$ cat src/hw/rtl/ifsb_pkg.sv
`timescale 1ns / 1ps
`default_nettype none

package ifsb_pkg;

	localparam int unsigned FRAME_W   = 16;
	localparam int unsigned LEN_W     = 16;
	localparam int unsigned ADDR_W    = 32;
	localparam int unsigned MPS_W     = 10;
	localparam int unsigned IVL_W     = 8;
	localparam int unsigned OFF_W     = 12;
	localparam int unsigned WIDX_W    = 4;
	localparam int unsigned CFG_IDX_W = 8;
	localparam int unsigned CFG_DAT_W = 16;

	localparam logic [CFG_IDX_W-1:0] CFG_MPS      = 8'd0;
	localparam logic [CFG_IDX_W-1:0] CFG_INTERVAL = 8'd1;

	localparam logic [MPS_W-1:0] MPS_RESET      = 10'd1023;
	localparam logic [IVL_W-1:0] INTERVAL_RESET = 8'd1;

	localparam logic [WIDX_W-1:0] WORD_CTRL = 4'd0;
	localparam logic [WIDX_W-1:0] WORD_PAGE = 4'd1;
	localparam logic [WIDX_W-1:0] WORD_END  = 4'd2;
	localparam logic [WIDX_W-1:0] WORD_PKT0 = 4'd3;
	localparam logic [WIDX_W-1:0] WORD_LAST = 4'd10;

	localparam logic [3:0] CC_NOT_ACCESSED = 4'hE;

	typedef struct packed {
		logic [MPS_W-1:0] plen;
		logic [LEN_W-1:0] rem_next;
		logic [OFF_W-1:0] endoff_next;
		logic [OFF_W-1:0] last_off;
		logic             rem_zero;
	} seg_out_t;

endpackage

`default_nettype wire

$ cat src/hw/rtl/ifsb_frame_sel.sv
`timescale 1ns / 1ps
`default_nettype none

module ifsb_frame_sel (
	input  wire logic                          clk,
	input  wire logic                          arst_n,
	input  wire logic                          commit,
	input  wire logic [ifsb_pkg::FRAME_W-1:0]  requested_frame,
	input  wire logic [ifsb_pkg::FRAME_W-1:0]  frame_count,
	input  wire logic [ifsb_pkg::IVL_W-1:0]    interval,
	output logic      [ifsb_pkg::FRAME_W-1:0]  frame
);

	logic [ifsb_pkg::FRAME_W-1:0] next_frame_q;
	logic [ifsb_pkg::IVL_W+2:0]   lead;
	logic [ifsb_pkg::FRAME_W-1:0] cand;
	logic [ifsb_pkg::FRAME_W-1:0] diff;
	logic [ifsb_pkg::FRAME_W:0]   span;
	logic                         cand_ok;

	// interval is already forced nonzero, so lead = interval*8 >= 8
	assign lead    = {interval, 3'b000};
	assign cand    = (requested_frame == '0) ? next_frame_q : requested_frame;
	assign diff    = cand - frame_count;
	assign span    = {1'b0, diff} + (ifsb_pkg::FRAME_W+1)'(lead);
	assign cand_ok = (cand != '0) && (cand > frame_count) && !span[ifsb_pkg::FRAME_W];
	assign frame   = cand_ok ? cand : frame_count + ifsb_pkg::FRAME_W'(lead);

	always_ff @(posedge clk or negedge arst_n) begin
		if (!arst_n) begin
			next_frame_q <= '0;
		end else if (commit) begin
			next_frame_q <= frame + ifsb_pkg::FRAME_W'(interval);
		end
	end

endmodule

`default_nettype wire

$ cat src/hw/rtl/ifsb_seg_unit.sv
`timescale 1ns / 1ps
`default_nettype none

module ifsb_seg_unit (
	input  wire logic [ifsb_pkg::LEN_W-1:0] rem,
	input  wire logic [ifsb_pkg::MPS_W-1:0] mps,
	input  wire logic [ifsb_pkg::OFF_W-1:0] endoff,
	output ifsb_pkg::seg_out_t              seg
);

	always_comb begin
		seg.plen        = (rem > ifsb_pkg::LEN_W'(mps)) ? mps : rem[ifsb_pkg::MPS_W-1:0];
		seg.rem_next    = rem - ifsb_pkg::LEN_W'(seg.plen);
		seg.endoff_next = endoff + ifsb_pkg::OFF_W'(seg.plen);
		seg.last_off    = seg.endoff_next - ifsb_pkg::OFF_W'(1);
		seg.rem_zero    = (seg.rem_next == '0);
	end

endmodule

`default_nettype wire

$ cat src/hw/rtl/iso_frame_schedule_and_td_build.sv
`timescale 1ns / 1ps
`default_nettype none
// Order: a taken request passes a schedule step, a counting pass over its P packets
// (P = packets, 1..MAX_PACKETS) and the emit step; a rejected request goes from the
// schedule step to its single result. The next request is taken only after the last
// result; the shared packet subtract unit runs a counting pass and then an offset pass.
// Reset: next frame clears to 0, max packet size to 1023, interval to 1; no clearing pass.

module iso_frame_schedule_and_td_build #(
	parameter int unsigned MAX_PACKETS = 8
) (
	input  wire logic                             clk,
	input  wire logic                             arst_n,
	input  wire logic                             in_valid,
	output logic                                  in_stall,
	input  wire logic [ifsb_pkg::FRAME_W-1:0]     requested_frame,
	input  wire logic [ifsb_pkg::LEN_W-1:0]       length,
	input  wire logic [ifsb_pkg::ADDR_W-1:0]      buffer_address,
	input  wire logic [ifsb_pkg::FRAME_W-1:0]     frame_count,
	output logic                                  out_valid,
	input  wire logic                             out_stall,
	output logic      [ifsb_pkg::WIDX_W-1:0]      word_index,
	output logic      [ifsb_pkg::ADDR_W-1:0]      word_value,
	output logic      [ifsb_pkg::FRAME_W-1:0]     scheduled_frame,
	output logic                                  rejected,
	output logic                                  last,
	input  wire logic                             cfg_valid,
	output logic                                  cfg_ready,
	input  wire logic [ifsb_pkg::CFG_IDX_W-1:0]   cfg_index,
	input  wire logic [ifsb_pkg::CFG_DAT_W-1:0]   cfg_data
);

	localparam int unsigned PKT_W = $clog2(MAX_PACKETS + 1);

	localparam logic [1:0] ST_IDLE  = 2'd0;
	localparam logic [1:0] ST_SCHED = 2'd1;
	localparam logic [1:0] ST_COUNT = 2'd2;
	localparam logic [1:0] ST_EMIT  = 2'd3;

	logic [1:0] state_q;

	logic [ifsb_pkg::MPS_W-1:0]   mps_q;
	logic [ifsb_pkg::IVL_W-1:0]   interval_q;
	logic [ifsb_pkg::MPS_W-1:0]   mps_eff;
	logic [ifsb_pkg::IVL_W-1:0]   interval_eff;

	logic [ifsb_pkg::FRAME_W-1:0] req_q;
	logic [ifsb_pkg::LEN_W-1:0]   len_q;
	logic [ifsb_pkg::ADDR_W-1:0]  addr_q;
	logic [ifsb_pkg::FRAME_W-1:0] now_q;
	logic [ifsb_pkg::FRAME_W-1:0] frame_q;
	logic                         rej_q;
	logic [ifsb_pkg::LEN_W-1:0]   rem_q;
	logic [ifsb_pkg::OFF_W-1:0]   endoff_q;
	logic [PKT_W-1:0]             cnt_q;
	logic [ifsb_pkg::WIDX_W-1:0]  widx_q;

	logic                         out_valid_q;
	logic [ifsb_pkg::WIDX_W-1:0]  word_index_q;
	logic [ifsb_pkg::ADDR_W-1:0]  word_value_q;
	logic [ifsb_pkg::FRAME_W-1:0] sfr_q;
	logic                         rejected_q;
	logic                         last_q;

	logic [ifsb_pkg::FRAME_W-1:0] frame_sel;
	ifsb_pkg::seg_out_t           seg;
	logic                         in_take;
	logic                         out_load;
	logic                         pkt_slot;
	logic [ifsb_pkg::WIDX_W-1:0]  slot;
	logic [ifsb_pkg::ADDR_W-1:0]  word_next;

	assign mps_eff      = (mps_q == '0) ? ifsb_pkg::MPS_W'(1) : mps_q;
	assign interval_eff = (interval_q == '0) ? ifsb_pkg::IVL_W'(1) : interval_q;

	assign cfg_ready = 1'b1;

	always_ff @(posedge clk or negedge arst_n) begin
		if (!arst_n) begin
			mps_q      <= ifsb_pkg::MPS_RESET;
			interval_q <= ifsb_pkg::INTERVAL_RESET;
		end else if (cfg_valid) begin
			if (cfg_index == ifsb_pkg::CFG_MPS) begin
				mps_q <= cfg_data[ifsb_pkg::MPS_W-1:0];
			end else if (cfg_index == ifsb_pkg::CFG_INTERVAL) begin
				interval_q <= cfg_data[ifsb_pkg::IVL_W-1:0];
			end
		end
	end

	ifsb_frame_sel u_frame_sel (
		.clk             (clk),
		.arst_n          (arst_n),
		.commit          (state_q == ST_SCHED),
		.requested_frame (req_q),
		.frame_count     (now_q),
		.interval        (interval_eff),
		.frame           (frame_sel)
	);

	ifsb_seg_unit u_seg_unit (
		.rem    (rem_q),
		.mps    (mps_eff),
		.endoff (endoff_q),
		.seg    (seg)
	);

	assign in_stall = (state_q != ST_IDLE);
	assign in_take  = in_valid && !in_stall;
	assign out_load = (state_q == ST_EMIT) && (!out_valid_q || !out_stall);

	assign slot     = widx_q - ifsb_pkg::WORD_PKT0;
	assign pkt_slot = (slot < ifsb_pkg::WIDX_W'(cnt_q));

	always_comb begin
		case (widx_q)
			ifsb_pkg::WORD_CTRL: word_next = {ifsb_pkg::CC_NOT_ACCESSED, 1'b0,
				3'(cnt_q - PKT_W'(1)), 8'h00, frame_q};
			ifsb_pkg::WORD_PAGE: word_next = {addr_q[ifsb_pkg::ADDR_W-1:ifsb_pkg::OFF_W],
				ifsb_pkg::OFF_W'(0)};
			ifsb_pkg::WORD_END:  word_next = addr_q + ifsb_pkg::ADDR_W'(len_q)
				- ifsb_pkg::ADDR_W'(1);
			default:             word_next = {16'h0000, ifsb_pkg::CC_NOT_ACCESSED,
				pkt_slot ? seg.last_off : ifsb_pkg::OFF_W'(0)};
		endcase
		if (rej_q) begin
			word_next = '0;
		end
	end

	always_ff @(posedge clk or negedge arst_n) begin
		if (!arst_n) begin
			state_q <= ST_IDLE;
			widx_q  <= '0;
			cnt_q   <= '0;
		end else begin
			case (state_q)
				ST_IDLE: begin
					if (in_take) begin
						state_q <= ST_SCHED;
					end
				end
				ST_SCHED: begin
					cnt_q  <= '0;
					widx_q <= ifsb_pkg::WORD_CTRL;
					state_q <= (len_q == '0) ? ST_EMIT : ST_COUNT;
				end
				ST_COUNT: begin
					cnt_q <= cnt_q + PKT_W'(1);
					if (seg.rem_zero || (cnt_q + PKT_W'(1) == PKT_W'(MAX_PACKETS))) begin
						state_q <= ST_EMIT;
					end
				end
				ST_EMIT: begin
					if (out_load) begin
						widx_q <= widx_q + ifsb_pkg::WIDX_W'(1);
						if (rej_q || widx_q == ifsb_pkg::WORD_LAST) begin
							state_q <= ST_IDLE;
						end
					end
				end
				default: state_q <= ST_IDLE;
			endcase
		end
	end

	always_ff @(posedge clk) begin
		if (in_take) begin
			req_q  <= requested_frame;
			len_q  <= length;
			addr_q <= buffer_address;
			now_q  <= frame_count;
		end
		if (state_q == ST_SCHED) begin
			frame_q  <= frame_sel;
			rej_q    <= (len_q == '0);
			rem_q    <= len_q;
		end
		if (state_q == ST_COUNT) begin
			if (seg.rem_zero || (cnt_q + PKT_W'(1) == PKT_W'(MAX_PACKETS))) begin
				rem_q    <= len_q;
				endoff_q <= addr_q[ifsb_pkg::OFF_W-1:0];
			end else begin
				rem_q <= seg.rem_next;
			end
		end
		if (out_load && widx_q >= ifsb_pkg::WORD_PKT0 && pkt_slot) begin
			rem_q    <= seg.rem_next;
			endoff_q <= seg.endoff_next;
		end
		if (out_load) begin
			word_index_q <= rej_q ? ifsb_pkg::WORD_CTRL : widx_q;
			word_value_q <= word_next;
			sfr_q        <= frame_q;
			rejected_q   <= rej_q;
			last_q       <= rej_q || (widx_q == ifsb_pkg::WORD_LAST);
		end
	end

	always_ff @(posedge clk or negedge arst_n) begin
		if (!arst_n) begin
			out_valid_q <= 1'b0;
		end else if (out_load) begin
			out_valid_q <= 1'b1;
		end else if (!out_stall) begin
			out_valid_q <= 1'b0;
		end
	end

	assign out_valid       = out_valid_q;
	assign word_index      = word_index_q;
	assign word_value      = word_value_q;
	assign scheduled_frame = sfr_q;
	assign rejected        = rejected_q;
	assign last            = last_q;

`ifndef SYNTH
	a_take_to_sched: assert property (@(posedge clk) disable iff (!arst_n)
		in_take |=> (state_q == ST_SCHED))
		else $error("request taken without entering schedule step");

	a_count_nonempty: assert property (@(posedge clk) disable iff (!arst_n)
		(state_q == ST_COUNT) |-> (rem_q != '0))
		else $error("packet count pass running on empty buffer");

	a_pkt_bound: assert property (@(posedge clk) disable iff (!arst_n)
		(state_q == ST_EMIT) |-> (cnt_q <= PKT_W'(MAX_PACKETS)))
		else $error("packet count above limit");

	a_reject_single: assert property (@(posedge clk) disable iff (!arst_n)
		(out_valid_q && rejected_q) |-> (last_q && word_index_q == ifsb_pkg::WORD_CTRL
			&& word_value_q == '0))
		else $error("rejected result malformed");

	a_last_slot: assert property (@(posedge clk) disable iff (!arst_n)
		(out_valid_q && last_q && !rejected_q) |-> (word_index_q == ifsb_pkg::WORD_LAST))
		else $error("last flag on wrong descriptor word");
`endif

endmodule

`default_nettype wire
$ cat config.mk
export PLATFORM = sky130hd
export DESIGN_NAME = iso_frame_schedule_and_td_build
export DESIGN_NICKNAME = d
export VERILOG_FILES = /design/src/hw/rtl/ifsb_pkg.sv /design/src/hw/rtl/ifsb_frame_sel.sv /design/src/hw/rtl/ifsb_seg_unit.sv /design/src/hw/rtl/iso_frame_schedule_and_td_build.sv
export SDC_FILE = /design/constraint.sdc
export NUM_CORES = 1
export LEC_CHECK = 0
export ABC_AREA = 1
export BUFFER_PORTS_ARGS = -buffer_cell sky130_fd_sc_hd__buf_2
export CAP_MARGIN = 10
export CORE_MARGIN = 2
export CORE_UTILIZATION = 40
export CTS_BUF_LIST = sky130_fd_sc_hd__clkbuf_4 sky130_fd_sc_hd__clkbuf_8
export CTS_CLUSTER_DIAMETER = 30
export CTS_CLUSTER_SIZE = 40
export DETAILED_ROUTE_END_ITERATION = 8
export MAX_ROUTING_LAYER = met4
export PLACE_DENSITY = 0.66
export REMOVE_ABC_BUFFERS = 1
export SETUP_SLACK_MARGIN = 0.02
export SYNTH_ARGS = -nofsm -noshare
export SYNTH_HDL_FRONTEND = slang
export SYNTH_SLANG_ARGS = --single-unit
export TNS_END_PERCENT = 10
$ cat constraint.sdc
create_clock -name clk -period 11.8 [get_ports clk]
set_input_delay 1.18 -clock clk [delete_from_list [all_inputs] [get_ports clk]]
set_output_delay 1.18 -clock clk [all_outputs]
set_load 0.005 [all_outputs]
==> impl_metrics.toml, run 1 <==
[worst_setup_path]
required_ns = 12.16
cp_max_fo = 20
ff2ff_path_depth = 28
arrival_ns = 6.84
cp_slowest_cell = "a21oi_1"
r2r_start = "mps_q[1]"
crit_end = "rem_q[9]"
worst-setup-path-type = "reg -> reg"
cp_common_cell = "nand2_1"
endpoint_kind = "flop"
r2r-end = "rem_q[9]"
startpoint = "mps_q[1]"
critPathMaxStageDelay_ns = 0.95
reg2reg_slack_ns = 5.32
worstSetupStartpointType = "flop"

[floorplan]
dieArea_um2 = 38600
die_w_um = 196
coreArea_um2 = 36500
ios = 166
initial_core_util_pct = 40.6
rows = 70
die_h_um = 196

[route]
routed_wl_um = 38500
drtIter0Drc = 698
viasPerCell = 5.09
dr_total_vias = 12500
dr.pass1.iters = 6
antenna_left = 0
route.detailed.drc = 0
routedWlPerCell_um = 15.6

[global_routing]
grt_use_total_pct = 20.6
grt_start_max_net_pins = 48
antenna_found_initial = 0
grt_pass1_wl_um = 61200
grt_pass1_vias = 12300
grt.overflow.total = 0

[logic_synthesis]
seq_area_frac_synth_pct = 44.0
ys_warn_count = 0
synth_edf_count = 179
ys_seq_elements = 224
ys_types = 51
synth_cells = 1767
avgSynthCellArea_um2 = 8.38
syn_area_um2 = 14800
async_reset_ff_share_pct = 20.1
synth_ff_type = "edfxtp_1"

[sta]
rsz0062_at_grt = "false"
slew_headroom_pct = 17.0
fin_tns_setup_ns = 0
worstMarginPinSlew_ns = 1.24
period_needed_ns = 6.48
fmax_mhz = 154
setup_viol = 0
slew_viol_final = 0
hold_viol_final = 0
finalCritPeriodShare_pct = 54.9
fin_skew_ns = 0.0364
hold_slack_ns = 0.461

[layout]
fin_util_pct = 47.4
drive_above_1_share_pct = 15.4
antenna_cells = 0
syn_to_final_growth_pct = 17.0
nets = 2196

[clock_tree]
ctsResizeCount = 0
clk_path_buf_depth = 3
numCtsBuffers = 53
clock_sinks = 224
cts_htree_levels = 2
cts_tree = "yes"
root_buffer = "clkbuf_8"
clk_latency_ns = 0.63
post_cts_buffers = 0
ctsHoldBuffers = 0
clkSlewWorstSetupHoldPaths_ns = 0.06

[placed_design]
port_buffers = 158
dp_hpwl_um = 29600
gp_congestion = 0.935

[power]
p_leak_nw = 8.17
ir_worst_vdd_mv = 0.104
p_per_area_nw_per_um2 = 235

[flow_run]
max-cap-violations = 0

[run_status]
outcome = "finished, final reports clean"

[hold_path]
hold_path.class = "reg -> reg"
==> layout by cell type (no fill, tap or decap), types with 7 or more instances in the layout <==
master      count
nand2_1       395
xor2_1         44
inv_6          11
nor2_1        110
ha_1          130
a31oi_1        14
nor3_1         17
buf_2         158
inv_1         296
clkinvlp_4      8
bufinv_16       9
o21ai_0       104
clkbuf_8       53
o21a_1          9
o21bai_1        8
dfrtp_1        34
nand3b_1       16
or2_2          13
edfxtp_1      179
nand2_2         7
buf_4           7
nand3_1       114
nand4_1        23
clkinv_1        9
nor4_1          8
a21oi_1       110
clkinv_2        8
dfstp_2        11
xnor2_1        18
==> routing by layer <==
metal,up-vias,wire length (µm),part of all wire [%],GRT usage (%)
met5,-,0,0,-
met4,0,1240,3.2,8.19
met3,88,2250,5.8,3.03
met2,398,18300,48,33.9
met1,5761,16700,43,25.7
li1,6287,-,-,-
==> stage by stage <==
step	area (µm²)	setup WS (ns)	instances	power, W
after detailed placement	16100	5.32	2365	0.00301
after CTS	17300	5.31	2463	0.00409
after global routing	17300	4.46	2463	0.00439
final	17300	5.32	2463	0.00407
after floorplan	14600	6.50	1732	0.00248
after global placement	16100	5.46	2365	0.00297
==> final cells by class <==
class	instances	area, µm²
repair buffers	165	843
inverters	303	1140
multi-input cells	1205	7000
clock buffers	56	752
well taps	468	586
clock inverters	42	493
flip-flops and latches	224	6520
fillers	3526	19200
==> worst max-delay path, delay by kind of cell (launching register included) <==
kind,cells,cell delay [ns]
XOR/XNOR,1,0.19
buffers and inverters,1,0.27
AO/OA/AOI/OAI,7,2.05
AND/OR/NAND/NOR,16,2.49
flip-flops,1,0.38
adder cells (fa/ha/maj),3,0.85
==> registers in the layout (all words and copies together) (netlist names) <==
register                  flops
cnt_q                         4
scheduled_frame              16
state_q                       2
mps_q                        10
last                          1
out_valid                     1
interval_q                    8
rejected                      1
endoff_q                     12
word_value                   32
frame_q                      16
len_q                        16
addr_q                       32
u_frame_sel.next_frame_q     16
rem_q                        16
now_q                        16
word_index                    4
req_q                        16
widx_q                        4
rej_q                         1
==> where the power goes <==
group	total, W	switching, W	internal [W]	leakage [nW]
combinational	0.00170	0.00112	0.000584	5.33
clock	0.00106	0.000413	0.000645	0.614
sequential	0.00131	0.000146	0.00116	2.22
==> kinds of logic after synthesis <==
| kind of cell | Yosys count | share of synthesized area, % |
|---|---|---|
| fa+ha+maj | 135 | 11.7 |
| simple gates | 721 | 21.1 |
| xor+xnor | 62 | 3.67 |
| other cells | 1 | 0.0253 |
| compound gates | 286 | 10.7 |
| flops | 224 | 44.0 |
| buf+inv | 338 | 8.78 |
==> Yosys cell counts, types with 4 or more instances <==
cell type,instances,share of area [%]
a21o_1,6,0.30
a21oi_1,110,3.7
a221oi_1,4,0.24
a31oi_1,14,0.59
and3_1,4,0.17
buf_2,4,0.14
clkbuf_1,26,0.66
dfrtp_1,34,5.7
dfstp_2,11,2.0
edfxtp_1,179,36
fa_1,5,0.68
ha_1,130,11
inv_1,298,7.6
nand2_1,395,10
nand2_2,7,0.30
nand3_1,114,3.9
nand3b_1,16,0.81
nand4_1,23,0.97
nor2_1,110,2.8
nor2_2,5,0.21
nor3_1,17,0.57
nor4_1,8,0.34
o211ai_1,6,0.30
o21a_1,9,0.46
o21ai_0,104,3.5
o21ai_1,6,0.20
o21bai_1,8,0.41
o22ai_1,4,0.17
o31ai_1,4,0.20
or2_2,13,0.55
xnor2_1,18,1.1
xor2_1,44,2.6
==> worst min path at each step <==
stage | from | end | slack, ns | cells past startpoint
2_1_floorplan | frame_q[0] | scheduled_frame[0] | 0.43 | 0
3_3_place_gp | frame_q[5] | scheduled_frame[5] | 0.44 | 0
3_5_place_dp | frame_q[12] | scheduled_frame[12] | 0.43 | 0
4_1_cts | frame_q[12] | scheduled_frame[12] | 0.46 | 0
5_1_grt | frame_q[2] | scheduled_frame[2] | 0.49 | 0
6_report | frame_q[12] | scheduled_frame[12] | 0.46 | 0
No activity file was read; power rests on OpenSTA's default activity.
==> inputs of run 2 (changes only) <==
Settings changed: ABC_AREA 1 to 0.
Clock period 11.8 ns to 6.1 ns, I/O delays scaled along.
==> impl_metrics.toml, run 2 <==
[flow_run]
max-cap-violations = 0

[floorplan]
ios = 166
coreArea_um2 = 35700
rows = 69
die_h_um = 195
dieArea_um2 = 38000
initial_core_util_pct = 40.8
die_w_um = 195

[logic_synthesis]
synth_commonest_cells = "edfxtp_1 (179), inv_1 (148), ha_1 (130)"
synth_cells = 1437
synth_edf_count = 179
ys_seq_elements = 224
yosysTopAreaCell = "edfxtp_1"
ys_types = 80
ys_warn_count = 0
syn_area_um2 = 14600
async_reset_ff_share_pct = 20.1
synth.top_cell.area_share_pct = 36.9
synth.most_common_cell = "edfxtp_1"
synth_ff_type = "edfxtp_1"
avgSynthCellArea_um2 = 10.1
seq_area_frac_synth_pct = 44.7
synthTopCellsByArea = "edfxtp_1 (37%), ha_1 (11%), dfrtp_1 (5.8%), inv_1 (3.8%), o21ai_0 (3.3%)"

[power]
p_leak_nw = 8.30
power_frac_comb_pct = 43.1
p_per_area_nw_per_um2 = 440
power_w = 0.00837
switching_share_pct = 38.6
ir_worst_vdd_mv = 0.185
pwr-share-clk_pct = 25.7
power_switching_w = 0.00323
p_int_w = 0.00514
power_frac_seq_pct = 31.2

[clock_tree]
cts_tree = "yes"
clkSlewWorstSetupHoldPaths_ns = 0.06
cts_htree_levels = 2
root_buffer = "clkbuf_8"
clock_sinks = 224
clk_path_buf_depth = 3
numCtsBuffers = 61
clk_latency_ns = 0.65

[layout]
multi_input_area_um2 = 7670
antenna_cells = 0
fin_area_um2 = 19000
fillers = 3177
drive_above_1_share_pct = 31.7
mostFrequentLayoutCells = "buf_4 (197), edfxtp_1 (179), buf_2 (158), inv_1 (148), ha_1 (124)"
nets = 2057
ff_latch_area_um2 = 6520
fin_util_pct = 53.3
final_common_cell = "buf_4"
syn_to_final_growth_pct = 30.6

[global_routing]
grt.overflow.total = 0
grt_use_total_pct = 22.6
grt_pass1_wl_um = 65500
grt_pass1_vias = 12700
grt_start_max_net_pins = 57
antenna_found_initial = 0

[worst_setup_path]
endpoint_kind = "flop"
worst-setup-path-type = "reg -> reg"
ff2ff_path_depth = 34
required_ns = 6.63
cp_common_cell = "buf_4"
critPathMaxStageDelay_ns = 0.43
r2r-end = "u_frame_sel.next_frame_q[4]"
worstSetupStartpointType = "flop"
arrival_ns = 6.88
reg2reg_slack_ns = -0.25
r2r_start = "req_q[10]"
cp_slowest_cell = "or3_4"
cp_max_fo = 5

[sta]
finalCritPeriodShare_pct = 104
period_needed_ns = 6.35
slew_headroom_pct = 26.8
fin_skew_ns = 0.0447
rsz0062_at_grt = "true"
fmax_mhz = 158
worst_slack_ns = -0.248
hold_viol_final = 0
hold_slack_ns = 0.0625
worstMarginPinSlew_ns = 1.09
slew_viol_final = 0
setup_viol = 38
fin_tns_setup_ns = -3.49

[run_status]
failed_checks = "negative setup slack"
outcome = "complete, but fails checks"

[placed_design]
port_buffers = 158
gp_congestion = 0.954
postPlaceCellArea_um2 = 17100
dp_hpwl_um = 31900

[route]
dr_total_vias = 12500
drtIter0Drc = 617
routedWlPerCell_um = 18.0
routed_wl_um = 41900
dr.pass1.iters = 5
route.detailed.drc = 0
viasPerCell = 5.35
antenna_left = 0

[hold_path]
hold_path.class = "in -> async"
-- run 2: worst max path at each step --
| stage | start | to | slack, ns | cells past startpoint |
|---|---|---|---|---|
| after floorplan | req_q[3] | u_frame_sel.next_frame_q[14] | -0.69 | 34 |
| after global placement | req_q[10] | u_frame_sel.next_frame_q[14] | -0.60 | 37 |
| after detailed placement | req_q[13] | u_frame_sel.next_frame_q[14] | -0.89 | 37 |
| after CTS | req_q[15] | u_frame_sel.next_frame_q[15] | -0.35 | 33 |
| after global routing | req_q[10] | u_frame_sel.next_frame_q[15] | -0.65 | 33 |
| final | req_q[10] | u_frame_sel.next_frame_q[4] | -0.25 | 34 |
-- run 2: cell families (layout without fill, tap and decap cells) --
| logic type | Yosys count | after routing | share of synthesized area (%) |
|---|---|---|---|
| and+or+nand+nor | 355 | 355 | 11.8 |
| xor gates and xnor gates | 82 | 82 | 4.92 |
| other | 1 | 1 | 0.0257 |
| muxes | 45 | 45 | 3.35 |
| AOI/OAI and AO/OA | 400 | 400 | 18.2 |
| buffers and inverters | 195 | 624 | 5.16 |
| DFF | 224 | 224 | 44.7 |
| adders and majority gates | 135 | 135 | 11.8 |
-- run 2: cell type report --
type | count | area share, %
Timing Repair Buffer | 360 | 12.4
Multi-Input combinational cell | 1018 | 40.3
Clock buffer | 69 | 4.79
Tap cell | 461 | 3.03
Clock inverter | 47 | 2.42
Sequential cell | 224 | 34.2
Inverter | 148 | 2.92
-- run 2: metrics by stage --
step / std cells / setup WS (ns)
floorplan: 1390 / -0.688
global placement: 2186 / -0.600
detailed placement: 2186 / -0.890
CTS: 2322 / -0.351
global route: 2327 / -0.651
finish: 2327 / -0.248
-- run 2: what timing repair did --
action / CTS / global route
setup buffers: 20 / 5
hold buffers: 0 / 0
setup endpoints to repair: 45 / 47
pin swaps: 26 / 18
gates cloned: 0 / 0
resized for setup: 56 / 29
-- run 2: power groups by stage --
stage	Clock, W	Sequential, W	Combinational [W]
after detailed placement	0	0.00263	0.00341
after global routing	0.00229	0.00266	0.00399
after global placement	0	0.00262	0.00335
after floorplan	0	0.00251	0.00214
final	0.00215	0.00261	0.00360
after CTS	0.00220	0.00261	0.00354
-- run 2: critical path, delay by kind of cell (launching register included) --
family | cells | cell delay (ns)
AO/OA/AOI/OAI | 10 | 1.81
buffers and inverters | 10 | 1.11
XOR/XNOR | 2 | 0.15
flip-flops | 1 | 0.40
adder cells (fa/ha/maj) | 4 | 1.09
AND/OR/NAND/NOR | 7 | 1.41
multiplexers | 1 | 0.26
-- run 2: layer usage --
metal | track usage (%) | part of all wire, % | up-vias
met5 | - | 0 | -
met4 | 9.67 | 3.7 | 0
met3 | 4.69 | 5.9 | 99
met2 | 37.2 | 48 | 377
met1 | 26.9 | 42 | 5908
li1 | - | - | 6066
==> inputs of run 3 (changes only) <==
Settings changed: CTS_BUF_LIST sky130_fd_sc_hd__clkbuf_4 sky130_fd_sc_hd__clkbuf_8 to not set.
==> impl_metrics.toml, run 3 (synthesis results as in run 2) <==
[run_status]
outcome = "complete, but fails checks"
failed_checks = "negative setup slack"

[global_routing]
grt_start_max_net_pins = 57
antenna_found_initial = 0
grt_pass1_wl_um = 66600
grt.overflow.total = 0
grt_pass1_vias = 12800
grt_use_total_pct = 23.0

[clock_tree]
clock_sinks = 224
clk_path_buf_depth = 3
numCtsBuffers = 61
clkSlewWorstSetupHoldPaths_ns = 0.05
root_buffer = "clkbuf_16"
clk_latency_ns = 0.61
cts_tree = "yes"
cts_htree_levels = 2

[worst_setup_path]
crit_family = "compound AO/OA/AOI/OAI gates"
required_ns = 6.55
endpoint_kind = "flop"
cp_max_fo = 6
cp_slowest_cell = "or3_4"
critPathMaxStageDelay_ns = 0.43
arrival_ns = 6.83
worst-setup-path-type = "reg -> reg"
crit_buf_inv = 5
worstSetupStartpointType = "flop"

[sta]
setup_viol = 9
period_needed_ns = 6.38
fin_skew_ns = 0.0426
worstMarginPinSlew_ns = 1.11
worst_slack_ns = -0.278
finalCritPeriodShare_pct = 105
fin_tns_setup_ns = -1.45
slew_headroom_pct = 25.9
slew_viol_final = 0
rsz0062_at_grt = "true"
fmax_mhz = 157
hold_viol_final = 0

[flow_run]
max-cap-violations = 0

[layout]
antenna_cells = 0
mostFrequentLayoutCells = "buf_4 (194), edfxtp_1 (179), buf_2 (158), inv_1 (148), ha_1 (122)"
drive_above_1_share_pct = 31.9
fillers = 3061
final_common_cell = "buf_4"
syn_to_final_growth_pct = 35.9
nets = 2058
fin_area_um2 = 19800

[route]
viasPerCell = 5.34
route.detailed.drc = 0
dr_total_vias = 12400
drtIter0Drc = 662
dr.pass1.iters = 7
routedWlPerCell_um = 18.2
antenna_left = 0
routed_wl_um = 42400

[power]
p_per_area_nw_per_um2 = 475
ir_worst_vdd_mv = 0.256
p_leak_nw = 8.62

[hold_path]
hold_path.class = "in -> async"

[floorplan]
initial_core_util_pct = 40.8
rows = 69
dieArea_um2 = 38000
ios = 166
die_w_um = 195
coreArea_um2 = 35700
die_h_um = 195

[placed_design]
postPlaceCellArea_um2 = 17100
dp_hpwl_um = 31900
port_buffers = 158
gp_congestion = 0.954
## run 3: changes by cell type in the layout (fill, tap and decap cells not counted), moves of 4 or more
| cell | before | now |
|---|---|---|
| clkbuf_1 | 0 | 6 |
| clkbuf_16 | 0 | 61 |
| clkbuf_4 | 6 | 0 |
| clkbuf_8 | 63 | 2 |
| o21ai_2 | 4 | 8 |
## run 3: final cells by class
| class | instances | area [µm²] | area share, % |
|---|---|---|---|
| clock inverter | 47 | 489 | 2.47 |
| multi-input combinational | 1018 | 7730 | 39.0 |
| sequential | 224 | 6520 | 32.9 |
| timing repair buffer | 361 | 2380 | 12.0 |
| inverter | 148 | 556 | 2.80 |
| tap | 461 | 577 | 2.91 |
| clock buffer | 69 | 1580 | 7.95 |
## run 3: metal layers
layer	track usage (%)	vias to the layer above	routed length, µm
met3	3.68	102	2230
met1	27.6	5903	18100
met5	-	-	0
met4	10.5	0	1720
met2	38.1	362	20400
li1	-	6076	-
## run 3: worst register-to-register path, delay by kind of cell, from the launching register on
kind                       cells  cell delay, ns
AOI/OAI and AO/OA             14            2.36
xor gates and xnor gates       2            0.29
adders and majority gates      3            0.74
buffers and inverters          5            0.73
DFF                            1            0.40
muxes                          1            0.25
and+or+nand+nor                8            1.47
## run 3: timing repair
action | CTS | global route
cloned | 0 | 0
resized for setup | 75 | 28
pin swaps | 27 | 26
endpoints found under the hold margin | 0 | 0
hold buffers | 0 | 0
endpoints found under the setup margin | 46 | 48
buffers inserted | 18 | 8
## run 3: path summary, 6_finish.rpt
kind	slack, ns	from	end	depth (start not counted)
min in group clk	0.17	length[0]	len_q[0]	1
worst min register to register	0.46	frame_q[6]	scheduled_frame[6]	0
worst max-delay path	-0.28	req_q[10]	u_frame_sel.next_frame_q[11]	33
worst min-delay path	0.12	arst_n	interval_q[2]	2
worst max register to register	-0.28	req_q[10]	u_frame_sel.next_frame_q[11]	33
max in group asynchronous	5.52	arst_n	u_frame_sel.next_frame_q[11]	2
## run 3: report_power, final
part	internal, W	total, W	switching [W]
combinational	0.00164	0.00366	0.00202
clock	0.00208	0.00313	0.00104
sequential	0.00227	0.00262	0.000351
total	0.00599	0.00941	0.00342
## run 3: through the flow
| step | worst slack, ns | util [%] | hold WS, ns | cells | power, W |
|---|---|---|---|---|---|
| after floorplan | -0.688 | - | 0.314 | 1390 | 0.00465 |
| after global placement | -0.600 | 47.9 | 0.439 | 2186 | 0.00597 |
| after detailed placement | -0.890 | 47.9 | 0.452 | 2186 | 0.00604 |
| after global routing | -0.660 | 55.5 | 0.150 | 2328 | 0.00996 |
| after CTS | -0.386 | 54.9 | 0.122 | 2320 | 0.00936 |
| final | -0.278 | 55.5 | 0.116 | 2328 | 0.00941 |
